<file path="config.mk">
export PLATFORM = sky130hd
export DESIGN_NAME = dmm_ctrl
export DESIGN_NICKNAME = d
export VERILOG_FILES = /design/src/sv/dmm_pkg.sv /design/src/sv/dmm_ctrl.sv
export SDC_FILE = /design/constraint.sdc
export NUM_CORES = 1
export LEC_CHECK = 0
export ABC_CLOCK_PERIOD_IN_PS = 1500
export BUFFER_PORTS_ARGS = -buffer_cell sky130_fd_sc_hd__buf_4
export CAP_MARGIN = 10
export CORE_AREA = 8 8 45 47
export DETAILED_ROUTE_END_ITERATION = 16
export DIE_AREA = 0 0 53 55
export GPL_TIMING_DRIVEN = 0
export PLACE_DENSITY = 0.45
export SLEW_MARGIN = 15
export SYNTH_ARGS = -nofsm -noshare
export SYNTH_HDL_FRONTEND = slang
export SYNTH_SLANG_ARGS = --single-unit
</file>
<file path="constraint.sdc">
create_clock -name aclk -period 1.5 [get_ports aclk]
set_clock_uncertainty 0.15 [all_clocks]
set_input_delay 0.075 -clock aclk [delete_from_list [all_inputs] [get_ports aclk]]
set_output_delay 0.075 -clock aclk [all_outputs]
set_load 0.01 [all_outputs]
</file>
<file path="src/sv/dmm_pkg.sv">
package dmm_pkg;

    localparam int IDX_W      = 6;
    localparam int MAX_N      = 1 << IDX_W;
    localparam int ADDR_W     = 2 * IDX_W;
    localparam int ELEM_W     = 16;
    localparam int PROD_W     = 2 * ELEM_W;
    localparam int ACC_W      = 40;
    localparam int SIZE_W     = 7;
    localparam int OP_W       = 2;
    localparam int S_DATA_W   = 32;
    localparam int M_DATA_W   = 56;

    localparam logic [SIZE_W-1:0] SIZE_RESET = SIZE_W'(8);
    localparam logic [SIZE_W-1:0] SIZE_MAX   = SIZE_W'(MAX_N);

    typedef enum logic [OP_W-1:0] {
        OP_LOAD_A = 2'd0,
        OP_LOAD_B = 2'd1,
        OP_READ   = 2'd2
    } op_t;

    typedef enum logic [1:0] {
        ST_IDLE,
        ST_ISSUE,
        ST_DRAIN,
        ST_DONE
    } state_t;

    typedef struct packed {
        logic write_a;
        logic write_b;
        logic start;
        logic issue;
        logic load_out;
    } dmm_cmd_t;

    typedef struct packed {
        logic n_zero;
        logic last_k;
        logic pipe_busy;
        logic out_free;
    } dmm_status_t;

endpackage

</file>
<file path="src/sv/dmm_ctrl.sv">
module dmm_ctrl
    import dmm_pkg::*;
(
    input  logic        aclk,
    input  logic        aresetn,
    input  logic        s_tvalid,
    output logic        s_tready,
    input  logic [OP_W-1:0] operation,
    input  dmm_status_t status,
    output dmm_cmd_t    cmd
);

    state_t state_reg, state_next;

    always_ff @(posedge aclk) begin
        if (!aresetn) begin
            state_reg <= ST_IDLE;
        end else begin
            state_reg <= state_next;
        end
    end

    always_comb begin
        state_next = state_reg;
        cmd        = '0;
        s_tready   = 1'b0;
        case (state_reg)
            ST_IDLE: begin
                s_tready = 1'b1;
                if (s_tvalid) begin
                    case (operation)
                        OP_LOAD_A: cmd.write_a = 1'b1;
                        OP_LOAD_B: cmd.write_b = 1'b1;
                        OP_READ: begin
                            cmd.start  = 1'b1;
                            state_next = status.n_zero ? ST_DONE : ST_ISSUE;
                        end
                        default: ; // unused code: item dropped
                    endcase
                end
            end
            ST_ISSUE: begin
                cmd.issue = 1'b1;
                if (status.last_k) begin
                    state_next = ST_DRAIN;
                end
            end
            ST_DRAIN: begin
                if (!status.pipe_busy) begin
                    state_next = ST_DONE;
                end
            end
            ST_DONE: begin
                if (status.out_free) begin
                    cmd.load_out = 1'b1;
                    state_next   = ST_IDLE;
                end
            end
            default: state_next = ST_IDLE;
        endcase
    end

endmodule

</file>
# After elaboration in Yosys (flattened, before gate mapping)
# Cells that the tools add are included.
# totals
ff_bits,2
latchBits,0
ram_bits,0
rom_bits,0
inputBits,9
out_inout_bits,6
wordCells,30
mem_count,0
# classes
n_addsub,0
mul,0
n_div,0
order_cmp,0
n_eq_ne,10
n_shift,0
n_mux,16
bitwise_logic,0
reduce_logical,3
# ops
operator,count
2-bit two-way mux,6
2-bit inequality test (second input constant),4
2-bit one-hot mux with 4 select lines,1
1-bit two-way mux,7
2-bit == test (second input constant),3
3-bit two-way mux,2
5-bit AND reduction,1
2-bit by 1-bit == test with 1-bit output (second input constant),2
2-bit logical NOT,2
2-bit by 1-bit inequality test with 1-bit output (second input constant),1

# Depth between registers and ports, before layout
# depth
word_depth,4
ltp_mapped,5
mapped_depth_nobuf,5

# Worst setup path before layout
# No wires, ideal clock.
# synth_path
path_kind,register -> register
start,register state_reg[1]
end,register state_reg[0]
setup_time_ns,0.072
t_arrival_ns,1.418
t_required_ns,1.278
path_slack_ns,-0.140
path_stages_with_launch,6
n_path_buf,0
synth_period_minus_slack_ns,1.640
cell_sequence,dfxtp_1 > inv_1 > ha_1 > and2b_2 > a2111oi_4 > mux2i_1
# synth_via
elab_chain_len,3
word_cells_on_any_way,11
classes_between,eq/ne: 8; mux: 1; reduce/logical: 2
# synth_rtl
element,line_no,text
start: declaration,dmm_ctrl.sv:13,"state_t state_reg, state_next;"
start signal: assignment,dmm_ctrl.sv:19,state_reg <= state_next;
"2-bit by 1-bit == test with 1-bit output, or another cell as far along",dmm_ctrl.sv:27,case (state_reg)
2-bit inequality test (no source line) / 2-bit by 1-bit inequality test with 1-bit output (equally long branches),--,
5-bit AND reduction (no source line),--,
# Parallel ways exist; a longest one is shown, timed or not.
# A chain may end at the register's enable or synchronous reset.

# Worst setup path after layout
# Same ends and word-level chain as after synthesis.

==> impl_results.md <==
* Final worst slack at -53.0 ps
* Register Area at ~45 sq um
* Initial core utilization at 0.185
* Total Power at 834 uW
* Worst-path clk slew at 30 ps
* Sink Count at 2
* Synth Instances at 26
* CTS tree: built
* Via count at 261
* Hold crit path type: primary input to flip-flop
* Initial DRC count at 1
* Tot GR Track Use at 0.0497
* Largest net degree at the start of global routing at 5
* CORE AREA at 1380 sq um
* Hold Vio Cnt, Final at 0
* Port Buf Inserts at 14
* Grt total ovfl at 0
* Number of buffers created by CTS at 3
* Power Dens Cells at 1660 nW/um^2
* Met2 usage at 0.0820
* Worst-path maximum fanout at 3
* Gpl congestion at 0.769
* DRC at 0
* Worst-Margin Slew at 323 ps
* Wirelength, routed at slightly below 700 microns
* Status: finished with violations
* Final hold slack at 109 ps
* Number of vias per cell at 4.21
* FMAX at 0.644 GHz
* Yosys cell types at 14
* Remaining antenna violation count after routing at 0
* Crit path time final at 1550 ps
* Cell Area, Synth at roughly 260 sq um
* Synth Register Bits at 2
* Synth Net Count at 40
* Met3 GRT Util at 0.0214
* Fraction of layout cells with a size suffix above 1 at 0.761
* Initial antenna violation count at 0
* Final instance area at 503 sq um
* # nets final at 62
* Layer with the highest usage: met2
* Die height at 55 microns
* Violated checks: negative setup slack
* Met1 Track Usage GR at 0.0485
* Synthesis-to-finish area growth at 96.1%
* Slew headroom at 0.784
* Global-route wire length before repair at approximately 1.1 mm
* HPWL Detailed at ~540 microns
* RSZ-0062 raised after global routing: true
* Synth warnings at 0
* CP startpoint kind: flip-flop
* Die Footprint at 2920 sq um
* Boundary pin count at 15
* Wire per inst at 11.0 microns
* Required time of the critical path at 1490 ps
* Fin crit share at 1.04
* Clock Latency Late Sink at 220 ps
* Footprint of the multi-input gates at 272 sq um
* Max capacitance violation total at 0
* Seq/Total Area, Yosys at 0.156
* Placed cell area at around 400 sq um
* Fin. max-slew vios at 0
* Root Buffer Master: clkbuf_4
* Peak supply drop at 0.000848 V
* Worst Setup Path Type: flip-flop to flip-flop
* Vias in the first global route at 270
* Fill cells at 144
* Die span in x at 53 microns
* Rows at 14
* Static Leak at 0.226 nW
* Largest register FFs at 2
* Placed cells at 56
* Worst Path Arrival at 1540 ps
* Antenna Cells at 0
* Finish-stage setup viols at 2
* First-pass iteration count of the detailed router at 2
* CTS H-Tree Depth at 1
* Critical Path Sink Type: flip-flop
* Longest Clk Path Bufs at 2
* Syn_area_per_cell at 9.87 sq um
* Final Non-Filler Cells at between 60 and 70
-- Yosys cell counts --
cell | number | area (sq um)
nor3b_1 | 2 | 15.0
dfxtp_1 | 2 | 40.0
mux2_2 | 1 | 11.3
ha_1 | 5 | 62.6
o21ai_0 | 1 | 5.00
mux2i_1 | 2 | 20.0
a2111oi_4 | 1 | 27.5
nand2_1 | 4 | 15.0
nor2b_1 | 1 | 6.26
nand3b_4 | 1 | 20.0
and2b_2 | 1 | 8.76
inv_1 | 2 | 7.51
and2_1 | 2 | 12.5
nor3_1 | 1 | 5.00
-- report_power, final --
part	leakage [nW]	switching, mW	internal (mW)
Sequential	0.0175	0.0404	0.0923
Clock	0.0138	0.0285	0.0881
Combinational	0.195	0.253	0.332
-- kinds of logic after synthesis --
kind of cell | synth area share
and+or+nand+nor | 0.322
adders and majority gates | 0.244
muxes | 0.122
AOI/OAI and AO/OA | 0.127
buffers and inverters | 0.0293
DFF | 0.156
-- routing by layer --
layer | part of all wire | up-vias
met2 | 0.55 | 11
met4 | 0 | 0
met1 | 0.33 | 121
li1 | - | 129
met5 | 0 | -
met3 | 0.12 | 0
-- timing repair --
action,in CTS,in global routing
cloned,0,0
endpoints found under the setup margin,5,5
pin swaps,2,4
endpoints found under the hold margin,2,0
buffers inserted,2,0
hold buffers,1,0
resized for setup,1,10
-- per-stage QoR --
| stage | worst slack, ps | TNS (ps) | utilization |
|---|---|---|---|
| finish | -53.0 | -88.8 | 0.363 |
| global route | -128 | -238 | 0.363 |
| CTS | -87.8 | -258 | 0.326 |
| detailed placement | -107 | -192 | 0.290 |
| global placement | -80.7 | -157 | 0.290 |
| floorplan | 4.85 | 0 | - |
-- final timing paths --
path | start | to | slack [ps] | cells past startpoint
worst max-delay path | state_reg[1]$_SDFFE_PN0P_ | state_reg[0]$_SDFFE_PN0P_ | -50 | 5
worst min-delay path | status[3] | state_reg[1]$_SDFFE_PN0P_ | 110 | 4
worst max register to register | state_reg[1]$_SDFFE_PN0P_ | state_reg[0]$_SDFFE_PN0P_ | -50 | 5
worst min register to register | state_reg[0]$_SDFFE_PN0P_ | state_reg[0]$_SDFFE_PN0P_ | 370 | 2
-- final cells by class --
| class | instances | share of cell area |
|---|---|---|
| Tap cell | 16 | 0.0398 |
| Inverter | 2 | 0.0199 |
| Sequential cell | 2 | 0.0896 |
| Clock buffer | 3 | 0.0448 |
| Multi-Input combinational cell | 22 | 0.540 |
| Timing Repair Buffer | 17 | 0.266 |
-- placed cells by master (no fill, tap or decap), drive strengths merged --
cell,synthesis,layout
and2b,1,1
mux2,1,1
dlygate4sd3,0,1
dfxtp,2,2
clkbuf,0,3
o21ai,1,1
and2,2,2
ha,5,5
nor3,1,1
inv,2,2
nand2,4,4
nor3b,2,2
buf,0,16
mux2i,2,2
nor2b,1,1
nand3b,1,1
a2111oi,1,1
-- worst max-delay path, stage by stage (launching register included) --
cell	delay, ps
dfxtp_2	320
buf_6	120
ha_4	150
and2_4	130
a2111oi_4	370
mux2i_1	230
Note: power is estimated with default switching activity, not from simulation.
